### config.mk
export PLATFORM = sky130hd
export DESIGN_NAME = murmur_hash_64a
export DESIGN_NICKNAME = d
export VERILOG_FILES = /design/src/sv/mh64a_pkg.sv /design/src/sv/murmur_hash_64a.sv /design/src/sv/mh64a_mul.sv
export SDC_FILE = /design/constraint.sdc
export NUM_CORES = 2
export LEC_CHECK = 0
export ABC_AREA = 1
export BUFFER_PORTS_ARGS = -buffer_cell sky130_fd_sc_hd__clkbuf_2
export CAP_MARGIN = 25
export CORE_MARGIN = 4
export CORE_UTILIZATION = 40
export CTS_CLUSTER_SIZE = 12
export DETAILED_ROUTE_END_ITERATION = 10
export PLACE_DENSITY = 0.59
export SLEW_MARGIN = 30
export SYNTH_ARGS = -nofsm -noshare
export SYNTH_HDL_FRONTEND = slang
export SYNTH_SLANG_ARGS = --single-unit
export TNS_END_PERCENT = 1
### constraint.sdc
create_clock -name i_clk -period 16.55 [get_ports i_clk]
set_clock_uncertainty 0.15 [all_clocks]
set_input_delay 2.4825 -clock i_clk [delete_from_list [all_inputs] [get_ports i_clk]]
set_output_delay 2.4825 -clock i_clk [all_outputs]
set_load 0.01 [all_outputs]
### src/sv/mh64a_pkg.sv
// Package for the MurmurHash64A block: constants, sequencer and multiplier types,
// and small helper functions. No dependencies.
`default_nettype none

package mh64a_pkg;

    localparam logic [63:0] HASH_MUL   = 64'hc6a4a7935bd1e995;
    localparam int unsigned HASH_SHIFT = 47;
    localparam int unsigned WORD_W     = 64;
    localparam int unsigned NBYTES_W   = 4;
    localparam int unsigned KLEN_W     = 32;
    localparam int unsigned SEED_W     = 32;
    localparam int unsigned WORD_BYTES = 8;

    // in_tdata: data_word, bytes_valid, key_length, zero pad to whole bytes
    localparam int unsigned S_TDATA_W  = 104;

    typedef enum logic [2:0] {
        S_IDLE,
        S_LEN,
        S_DISPATCH,
        S_W1,
        S_W2,
        S_H,
        S_FIN,
        S_EMIT
    } t_state;

    // partial products of the low 64 bits of a * M
    typedef enum logic [1:0] {
        MS_LL,
        MS_LH,
        MS_HL
    } t_mul_step;

    typedef struct packed {
        logic busy;
        logic done;
    } t_mul_stat;

    function automatic logic [63:0] xorshift(input logic [63:0] v);
        xorshift = v ^ (v >> HASH_SHIFT);
    endfunction

    // keep the low nbytes bytes of a word
    function automatic logic [63:0] mask_bytes(input logic [63:0] w,
                                               input logic [NBYTES_W-1:0] nbytes);
        logic [63:0] m;
        m = '0;
        for (int k = 0; k < WORD_BYTES; k++) begin
            if (k < int'(nbytes)) begin
                m[8*k +: 8] = 8'hff;
            end
        end
        mask_bytes = w & m;
    endfunction

endpackage

`default_nettype wire

### src/sv/murmur_hash_64a.sv
// Top level of the MurmurHash64A block: request sequencer, hash state, output register.
// Uses mh64a_pkg and the shared multiplier mh64a_mul.
`default_nettype none

// Hashes a key streamed as little-endian 64-bit words, one 64-bit result per key on the
// word marked tlast. All 64-bit products by the hash constant go through one shared
// multiplier that forms each product from three 32x32 partial products. An input
// word is accepted only once the previous word is through all of its products: one
// for the key length of a first word, three for a full 8-byte word or one for a
// partial word, and one more for a last word, which then also passes the emit state.
// A finished hash waits in an output register; the next key's words are accepted
// meanwhile, and only the next emit waits for that register to drain.
module murmur_hash_64a import mh64a_pkg::*; (
    input  wire logic                 i_clk,
    input  wire logic                 i_rst_n,
    // input words
    input  wire logic                 i_s_tvalid,
    output logic                      o_s_tready,
    input  wire logic [S_TDATA_W-1:0] i_s_tdata,  // data_word[63:0], bytes_valid[67:64],
                                                  // key_length[99:68], zero pad
    input  wire logic [0:0]           i_s_tuser,  // first_word[0]
    input  wire logic                 i_s_tlast,  // last_word
    // hash results
    output logic                      o_m_tvalid,
    input  wire logic                 i_m_tready,
    output logic      [WORD_W-1:0]    o_m_tdata,  // hash_value[63:0]
    // seed register write
    input  wire logic                 i_cfg_valid,
    output logic                      o_cfg_ready,
    input  wire logic [SEED_W-1:0]    i_cfg_data
);

    t_state                r_state, n_state;
    logic [63:0]           r_hash, n_hash;
    logic [SEED_W-1:0]     r_seed;
    logic [63:0]           r_word, n_word;
    logic [NBYTES_W-1:0]   r_nbytes, n_nbytes;
    logic                  r_last, n_last;
    logic [63:0]           r_res, n_res;
    logic                  r_out_valid, n_out_valid;
    logic [63:0]           r_out_data, n_out_data;

    logic                  s_accept;
    logic [NBYTES_W-1:0]   in_nbytes;
    logic                  mul_start;
    logic [63:0]           mul_operand;
    t_mul_stat             mul_stat;
    logic [63:0]           mul_product;

    mh64a_mul u_mul (
        .i_clk     (i_clk),
        .i_rst_n   (i_rst_n),
        .i_start   (mul_start),
        .i_operand (mul_operand),
        .o_stat    (mul_stat),
        .o_product (mul_product)
    );

    assign o_s_tready  = (r_state == S_IDLE);
    assign s_accept    = i_s_tvalid && o_s_tready;
    assign o_cfg_ready = 1'b1;
    assign o_m_tvalid  = r_out_valid;
    assign o_m_tdata   = r_out_data;

    // counts above eight mean a full word
    assign in_nbytes = i_s_tdata[67] ? NBYTES_W'(WORD_BYTES) : i_s_tdata[67:64];

    always_comb begin
        n_state     = r_state;
        n_hash      = r_hash;
        n_word      = r_word;
        n_nbytes    = r_nbytes;
        n_last      = r_last;
        n_res       = r_res;
        n_out_valid = r_out_valid;
        n_out_data  = r_out_data;
        mul_start   = 1'b0;
        mul_operand = 64'h0;

        if (r_out_valid && i_m_tready) begin
            n_out_valid = 1'b0;
        end

        case (r_state)
            S_IDLE: begin
                if (s_accept) begin
                    n_word   = i_s_tdata[63:0];
                    n_nbytes = in_nbytes;
                    n_last   = i_s_tlast;
                    if (i_s_tuser[0]) begin
                        mul_start   = 1'b1;
                        mul_operand = {32'h0, i_s_tdata[99:68]};
                        n_state     = S_LEN;
                    end else begin
                        n_state = S_DISPATCH;
                    end
                end
            end
            S_LEN: begin
                if (mul_stat.done) begin
                    n_hash  = {32'h0, r_seed} ^ mul_product;
                    n_state = S_DISPATCH;
                end
            end
            S_DISPATCH: begin
                if (r_nbytes == NBYTES_W'(WORD_BYTES)) begin
                    mul_start   = 1'b1;
                    mul_operand = r_word;
                    n_state     = S_W1;
                end else if (r_nbytes != '0) begin
                    // tail mix
                    mul_start   = 1'b1;
                    mul_operand = r_hash ^ mask_bytes(r_word, r_nbytes);
                    n_state     = S_H;
                end else if (r_last) begin
                    mul_start   = 1'b1;
                    mul_operand = xorshift(r_hash);
                    n_state     = S_FIN;
                end else begin
                    n_state = S_IDLE;
                end
            end
            S_W1: begin
                if (mul_stat.done) begin
                    mul_start   = 1'b1;
                    mul_operand = xorshift(mul_product);
                    n_state     = S_W2;
                end
            end
            S_W2: begin
                if (mul_stat.done) begin
                    mul_start   = 1'b1;
                    mul_operand = r_hash ^ mul_product;
                    n_state     = S_H;
                end
            end
            S_H: begin
                if (mul_stat.done) begin
                    n_hash = mul_product;
                    if (r_last) begin
                        mul_start   = 1'b1;
                        mul_operand = xorshift(mul_product);
                        n_state     = S_FIN;
                    end else begin
                        n_state = S_IDLE;
                    end
                end
            end
            S_FIN: begin
                if (mul_stat.done) begin
                    n_res   = xorshift(mul_product);
                    n_state = S_EMIT;
                end
            end
            S_EMIT: begin
                if (!r_out_valid || i_m_tready) begin
                    n_out_valid = 1'b1;
                    n_out_data  = r_res;
                    n_state     = S_IDLE;
                end
            end
            default: n_state = S_IDLE;
        endcase
    end

    always_ff @(posedge i_clk) begin
        if (!i_rst_n) begin
            r_state     <= S_IDLE;
            r_hash      <= 64'h0;
            r_seed      <= '0;
            r_out_valid <= 1'b0;
        end else begin
            r_state     <= n_state;
            r_hash      <= n_hash;
            r_out_valid <= n_out_valid;
            if (i_cfg_valid && o_cfg_ready) begin
                r_seed <= i_cfg_data;
            end
        end
    end

    always_ff @(posedge i_clk) begin
        r_word     <= n_word;
        r_nbytes   <= n_nbytes;
        r_last     <= n_last;
        r_res      <= n_res;
        r_out_data <= n_out_data;
    end

`ifndef SYNTHESIS
    // a product only completes while the sequencer waits for one
    a_done_in_wait: assert property (@(posedge i_clk) disable iff (!i_rst_n)
        mul_stat.done |-> (r_state == S_LEN || r_state == S_W1 || r_state == S_W2 ||
                           r_state == S_H || r_state == S_FIN))
        else $error("multiplier result outside a wait state");

    // a new product is never requested while the multiplier is busy
    a_start_idle_mul: assert property (@(posedge i_clk) disable iff (!i_rst_n)
        mul_start |-> !mul_stat.busy)
        else $error("multiplier started while busy");

    // a result appears only out of the emit state
    a_rose_from_emit: assert property (@(posedge i_clk) disable iff (!i_rst_n)
        (r_out_valid && !$past(r_out_valid)) |-> $past(r_state == S_EMIT))
        else $error("result valid without emit");

    // an accepted word moves the sequencer on at once
    a_accept_moves: assert property (@(posedge i_clk) disable iff (!i_rst_n)
        s_accept |=> (r_state == S_LEN || r_state == S_DISPATCH))
        else $error("accepted request not processed");
`endif

endmodule

`default_nettype wire

### src/sv/mh64a_mul.sv
// Iterative multiply by the hash constant, low 64 bits of the product.
// One 32x32 multiplier, three partial products in turn. Uses mh64a_pkg.
`default_nettype none

module mh64a_mul import mh64a_pkg::*; (
    input  wire logic        i_clk,
    input  wire logic        i_rst_n,
    input  wire logic        i_start,
    input  wire logic [63:0] i_operand,
    output t_mul_stat        o_stat,
    output logic      [63:0] o_product
);

    logic        r_busy;
    logic        r_done;
    t_mul_step   r_step;
    logic [63:0] r_a;
    logic [63:0] r_acc;

    logic [31:0] mul_x;
    logic [31:0] mul_y;
    logic [63:0] mul_p;
    logic [63:0] n_acc;

    always_comb begin
        mul_x = (r_step == MS_HL) ? r_a[63:32] : r_a[31:0];
        mul_y = (r_step == MS_LH) ? HASH_MUL[63:32] : HASH_MUL[31:0];
        mul_p = {32'h0, mul_x} * {32'h0, mul_y};
        case (r_step)
            MS_LL:   n_acc = mul_p;
            MS_LH:   n_acc = r_acc + {mul_p[31:0], 32'h0};
            MS_HL:   n_acc = r_acc + {mul_p[31:0], 32'h0};
            default: n_acc = r_acc;
        endcase
    end

    always_ff @(posedge i_clk) begin
        if (!i_rst_n) begin
            r_busy <= 1'b0;
            r_done <= 1'b0;
            r_step <= MS_LL;
        end else begin
            r_done <= r_busy && (r_step == MS_HL);
            if (i_start && !r_busy) begin
                r_busy <= 1'b1;
                r_step <= MS_LL;
            end else if (r_busy) begin
                case (r_step)
                    MS_LL:   r_step <= MS_LH;
                    MS_LH:   r_step <= MS_HL;
                    MS_HL:   r_busy <= 1'b0;
                    default: r_busy <= 1'b0;
                endcase
            end
        end
    end

    always_ff @(posedge i_clk) begin
        if (i_start && !r_busy) begin
            r_a <= i_operand;
        end
        if (r_busy) begin
            r_acc <= n_acc;
        end
    end

    assign o_stat    = '{busy: r_busy, done: r_done};
    assign o_product = r_acc;

endmodule

`default_nettype wire
# Word level (Yosys, flattened, before mapping)

Index checks and enable logic that the tools add are counted.

Register bits after elaboration: 429
Latch bits: 0
Memory bits (writable): 0
Bits in read-only memories: 0
Input bits: 143
Word-level logic and storage cells: 149
Memories kept: 0

$add $sub $neg: 1
Multiply operators: 1
Div/mod/pow operators: 0
Magnitude comparators: 8
Equality and inequality tests: 17
Shifts and indexed selects: 0
Mux-type cells: 76
Bitwise logic cells: 7
Reduce and logical (&&, ||, !) cells: 24

Operator list:

| operator                                                                 | number |
|---|---|
| 64-bit 2-to-1 mux                                                        | 9 |
| 64-bit one-hot mux with 5 select lines                                   | 1 |
| 8-bit 2-to-1 mux                                                         | 32 |
| 64-bit one-hot mux with 2 select lines                                   | 2 |
| 32-bit 2-to-1 mux                                                        | 4 |
| 64-bit by 17-bit bitwise XOR with 64-bit output                          | 2 |
| 64-bit bitwise XOR                                                       | 2 |
| 64-bit adder                                                             | 1 |
| 64-bit bitwise AND                                                       | 1 |
| 32-bit by 32-bit multiplier with 64-bit output                           | 1 |
| 32-bit by 64-bit bitwise XOR with 64-bit output                          | 1 |
| 3-bit 2-to-1 mux                                                         | 10 |
| 3-bit one-hot mux with 8 select lines                                    | 1 |
| 3-bit by 4-bit < comparator with 1-bit output (first input constant)     | 4 |
| 1-bit 2-to-1 mux                                                         | 13 |
| 3-bit equality test (second input constant)                              | 4 |
| 2-bit by 1-bit inequality test with 1-bit output (second input constant) | 6 |
| 2-bit AND reduction                                                      | 5 |
| 1-bit by 4-bit < comparator with 1-bit output (first input constant)     | 2 |
| 2-bit by 4-bit < comparator with 1-bit output (first input constant)     | 2 |
| 2-bit OR reduction                                                       | 4 |
| 7-bit AND reduction                                                      | 1 |
| 3-bit by 2-bit equality test with 1-bit output (second input constant)   | 2 |
| 2-bit nonzero test                                                       | 3 |
| 17 further kinds                                                         | 21 |

# Depth between registers and ports, before layout

Word-level depth: 10
Mapped depth: 47
Mapped depth without buffers: 45

# By module

A second synthesis with hierarchy kept.

Cell total of the unflattened synthesis: 5299
Area total of the unflattened synthesis: 47093.9 sq um

Modules (own cells, without submodules):

| module          | times used | cells an instance | area an instance (sq um) | seq. area each (sq um) |
|---|---|---|---|---|
| mh64a_mul       | 1          | 3637              | 32601.3                  | 3923.8 |
| murmur_hash_64a | 1          | 1662              | 14492.6                  | 7917.6 |

# Least setup slack after synthesis

Ideal clock, no wire load.

Path type: reg2reg
Start: reg u_mul.r_step[0]
End: reg u_mul.r_acc[63] (netlist: u_mul.o_product[63]), data pin
Data arrival time: 8647 ps
Data required time: 16146 ps
Path slack: 7500 ps
Stages on the path, launching flop included: 39
Period minus slack after synthesis: 9050 ps
Cells stage by stage: dfxtp_1 inv_1 ha_1 buf_4 buf_2 o21ai_0 inv_1 nor2_1 ha_1 fa_1 inv_1 fa_1 fa_1 inv_1 fa_1 fa_1 fa_1 fa_1 [... 3 more ...] nand2_1 nor2_1 nand2_1 nand3_1 xor2_1 inv_1 ha_1 nand2_1 nor2_1 inv_1 nor2_1 inv_1 o21ai_0 inv_1 nand2_1 nand3_1 nand3_1 nand2_1

Word-level cells in the longest chain between the ends: 5
Elaborated cells on any way between the ends: 9

RTL lines:

| item                                                                                         | line                                              | RTL |
|---|---|---|
| start, declared                                                                              | mh64a_mul.sv:16                                   | `t_mul_step r_step;` |
| start signal, assigned                                                                       | mh64a_mul.sv:41                                   | `r_step <= MS_LL;` |
| start signal, assigned                                                                       | mh64a_mul.sv:46                                   | `r_step <= MS_LL;` |
| start signal, assigned                                                                       | mh64a_mul.sv:49                                   | `MS_LL: r_step <= MS_LH;` |
| 2-bit equality test / 2-bit by 1-bit equality test with 1-bit output (equally long branches) | mh64a_mul.sv:26, mh64a_mul.sv:29, mh64a_mul.sv:27 |  |
| 32-bit 2-to-1 mux (on tied branches)                                                         | mh64a_mul.sv:26, mh64a_mul.sv:27                  |  |
| 32-bit by 32-bit multiplier with 64-bit output                                               | mh64a_mul.sv:28                                   | `mul_p = {32'h0, mul_x} * {32'h0, mul_y};` |
| 64-bit adder                                                                                 | mh64a_mul.sv:31, mh64a_mul.sv:32                  |  |
| 64-bit one-hot mux with 2 select lines (*)                                                   | mh64a_mul.sv:29                                   | `case (r_step)` |
| via u_mul.n_acc[63]                                                                          | mh64a_mul.sv:23                                   | `logic [63:0] n_acc;` |
| end signal, assigned                                                                         | mh64a_mul.sv:63                                   | `r_acc <= n_acc;` |
| end, declared                                                                                | mh64a_mul.sv:18                                   | `logic [63:0] r_acc;` |

Mark *: on every way through the listed nets, which the timed path passes. The rest lies on a longest branch.
A chain may end at the register's enable or synchronous reset.

# Worst setup path after layout

Same ends and word-level chain as after synthesis.

==> impl_results.md <==
- Endpoints failing hold: 0
- Async set or reset register ratio after synthesis: 0%
- Routed WL per cell: 22.6 microns
- Worst path max stage delay: 0.65 ns
- Worst-path clk slew: 0.06 ns
- Layout net count: 6514
- Pins Over Slew Limit: 0
- Antenna Nets Post-Route: 0
- FP Rows: 124
- Setup TNS: 0 ns
- Worst EP required: 16.74 ns
- Bufs on Longest Clock Path: 3
- Max cap viols: 0
- CTS tree: built
- Yosys reg bits: 429
- DRC: 0
- Num Clock Sinks: 429
- Worst path most repeated cell: fa_1
- GRT Overall Usage: 25.6%
- Initial Util: 40.3%
- Crit-path max FO: 18
- Most frequent cells in the layout: inv_1 (1157), nand2_1 (677), fa_1 (607), ha_1 (440), nor2_1 (429)
- Measured slew at the worst slew-check pin: 1.05 ns
- DP HPWL: 127000 microns
- Drt total wl: 155000 microns
- Ys flop type: edfxtp_1
- Overflow after GRT: 0
- Die footprint: 121000 sq um
- Syn Std Cell Area: 46200 sq um
- H-Tree Depth: 2
- Vias post-DR: 36100
- Vias in the first global route: 36100
- Antenna violations before repair: 1
- Drt initial violations: 3258
- PortBufs: 204
- Synth top area cells: fa_1 (26%), edfxtp_1 (21%), ha_1 (12%), inv_1 (9.4%), nand2_1 (5.5%)
- Min Tclk post-route: 10.82 ns
- Slew HR: 29.7%
- HP Class: flop to flop
- Crit end category: flop
- Layout fillers: 11200
- Fin worst setup slack: 5.73 ns
- Post-synthesis cell type count: 48
- Share of layout cells above drive strength 1: 7.88%
- Die W: 348 microns
- Die Y: 348 microns
- Vias/cell: 5.26
- Crit path kind: flop to flop
- Number of buffers created by CTS: 43
- Clk root buf: clkbuf_16
- Total setup buffers inserted after CTS: 0
- Clock Latency Late Sink: 0.59 ns
- EDFF count, synth: 325
- Largest net degree at the start of global routing: 81
- Post-synth top area share: 26.3%
- Outcome: finished, final reports clean
- Pre-antenna DRT Iters: 6
- Cell count after synthesis: 5105
- Syn avg cell area: 9.04 sq um
- Share of the yosys chip area belonging to registers: 25.7%
- Hold-fix buffers at CTS: 0
- Final number of setup-violating endpoints: 0
- Largest area contributor in the netlist: fa_1
- Core footprint: 115000 sq um
- IO Pins: 210
- Synth-to-layout area growth: 9.49%
- Yosys warns: 0
- Critical path's slowest cell: xor2_1
- Most common cell after layout, fill and taps aside: inv_1
- Top achievable clock speed: 0.0924 GHz
- Routability cong.: 0.984
- Pre-CTS setup slack: 5.86 ns
- Worst EP arrival: 11.01 ns
- First-pass GRT wire length: 232000 microns
- Final Cycle Share: 65.4%
- Setup crit start kind: flop
- Resize count post-CTS: 0
- RSZ-0062 raised after global routing: false
-- state kept, by name, summed over array words and instances, names as in the netlist --
register / cells
u_mul.r_busy: 1
u_mul.r_step: 2
r_nbytes: 4
u_mul.r_a: 64
r_hash: 64
u_mul.r_done: 1
r_state: 3
r_res: 64
o_m_tdata: 64
r_word: 64
u_mul.o_product: 64
r_last: 1
o_m_tvalid: 1
r_seed: 32
-- metrics by stage --
step	hold slack (ns)	util [%]	cell area (sq um)	instances
floorplan	0.250	-	46200	5107
global placement	0.253	43.0	49200	6788
detailed placement	0.255	43.0	49300	6789
CTS	0.244	44.1	50500	6869
global route	0.241	44.1	50500	6869
finish	0.245	44.1	50500	6871
-- critical path, delay by kind of cell (launching register included) --
kind	cells	cell delay, ns
adder cells (fa/ha/maj)	11	5.12
XOR/XNOR	1	0.65
AND/OR/NAND/NOR	9	1.53
AO/OA/AOI/OAI	7	1.31
flip-flops	1	0.41
buffers and inverters	7	1.39
-- cells in the mapped netlist, types with 38 or more instances --
| master | count |
|---|---|
| a21oi_1 | 237 |
| clkbuf_1 | 71 |
| dfxtp_1 | 104 |
| edfxtp_1 | 325 |
| fa_1 | 607 |
| ha_1 | 442 |
| inv_1 | 1158 |
| nand2_1 | 677 |
| nand3_1 | 160 |
| nor2_1 | 439 |
| o211ai_1 | 68 |
| o21ai_0 | 312 |
| o21bai_1 | 38 |
| o221ai_1 | 39 |
| xnor2_1 | 69 |
| xor2_1 | 98 |
-- kinds of logic (layout without fill, tap and decap cells) --
logic type,count (synthesis),count (layout),share of synthesized area (%)
AOI/OAI and AO/OA,784,784,9.95
DFF,429,429,25.7
xor gates and xnor gates,167,167,3.17
buffers and inverters,1288,1538,10.6
and+or+nand+nor,1386,1386,12.3
adders and majority gates,1049,1049,38.3
other,2,6,0.0163
-- worst paths after layout --
| check | from | to | slack (ns) | cells after the start |
|---|---|---|---|---|
| worst min-delay path | r_res[54]$_DFFE_PP_ | o_m_tdata[54]$_DFFE_PP_ | 0.25 | 0 |
| worst min register to register | r_res[54]$_DFFE_PP_ | o_m_tdata[54]$_DFFE_PP_ | 0.25 | 0 |
| worst max-delay path | u_mul.r_step[0]$_SDFFE_PP0P_ | u_mul.o_product[63]$_DFFE_PP_ | 5.73 | 35 |
| worst max register to register | u_mul.r_step[0]$_SDFFE_PP0P_ | u_mul.o_product[63]$_DFFE_PP_ | 5.73 | 35 |
-- final cells by class --
class | instances | area (sq um) | share of cell area (%)
clock inverter | 8 | 55.1 | 0.109
inverter | 1175 | 4410 | 8.73
clock buffer | 72 | 1220 | 2.41
multi-input combinational | 3390 | 29500 | 58.4
timing repair buffer | 283 | 1610 | 3.19
antenna | 2 | 5.00 | 0.00990
sequential | 429 | 11800 | 23.4
tap | 1512 | 1890 | 3.74
-- routing by layer --
layer	global-route usage (%)	wire length, microns	up-vias
met3	2.85	10600	248
met2	41.2	70600	1440
met1	36.2	67200	17800
met4	8.98	6570	0
li1	-	-	16600
met5	0	0	-
Power is left out: the tool's default activity adds up to more than one toggle a clock period on the data nets, which glitch-free logic cannot reach.
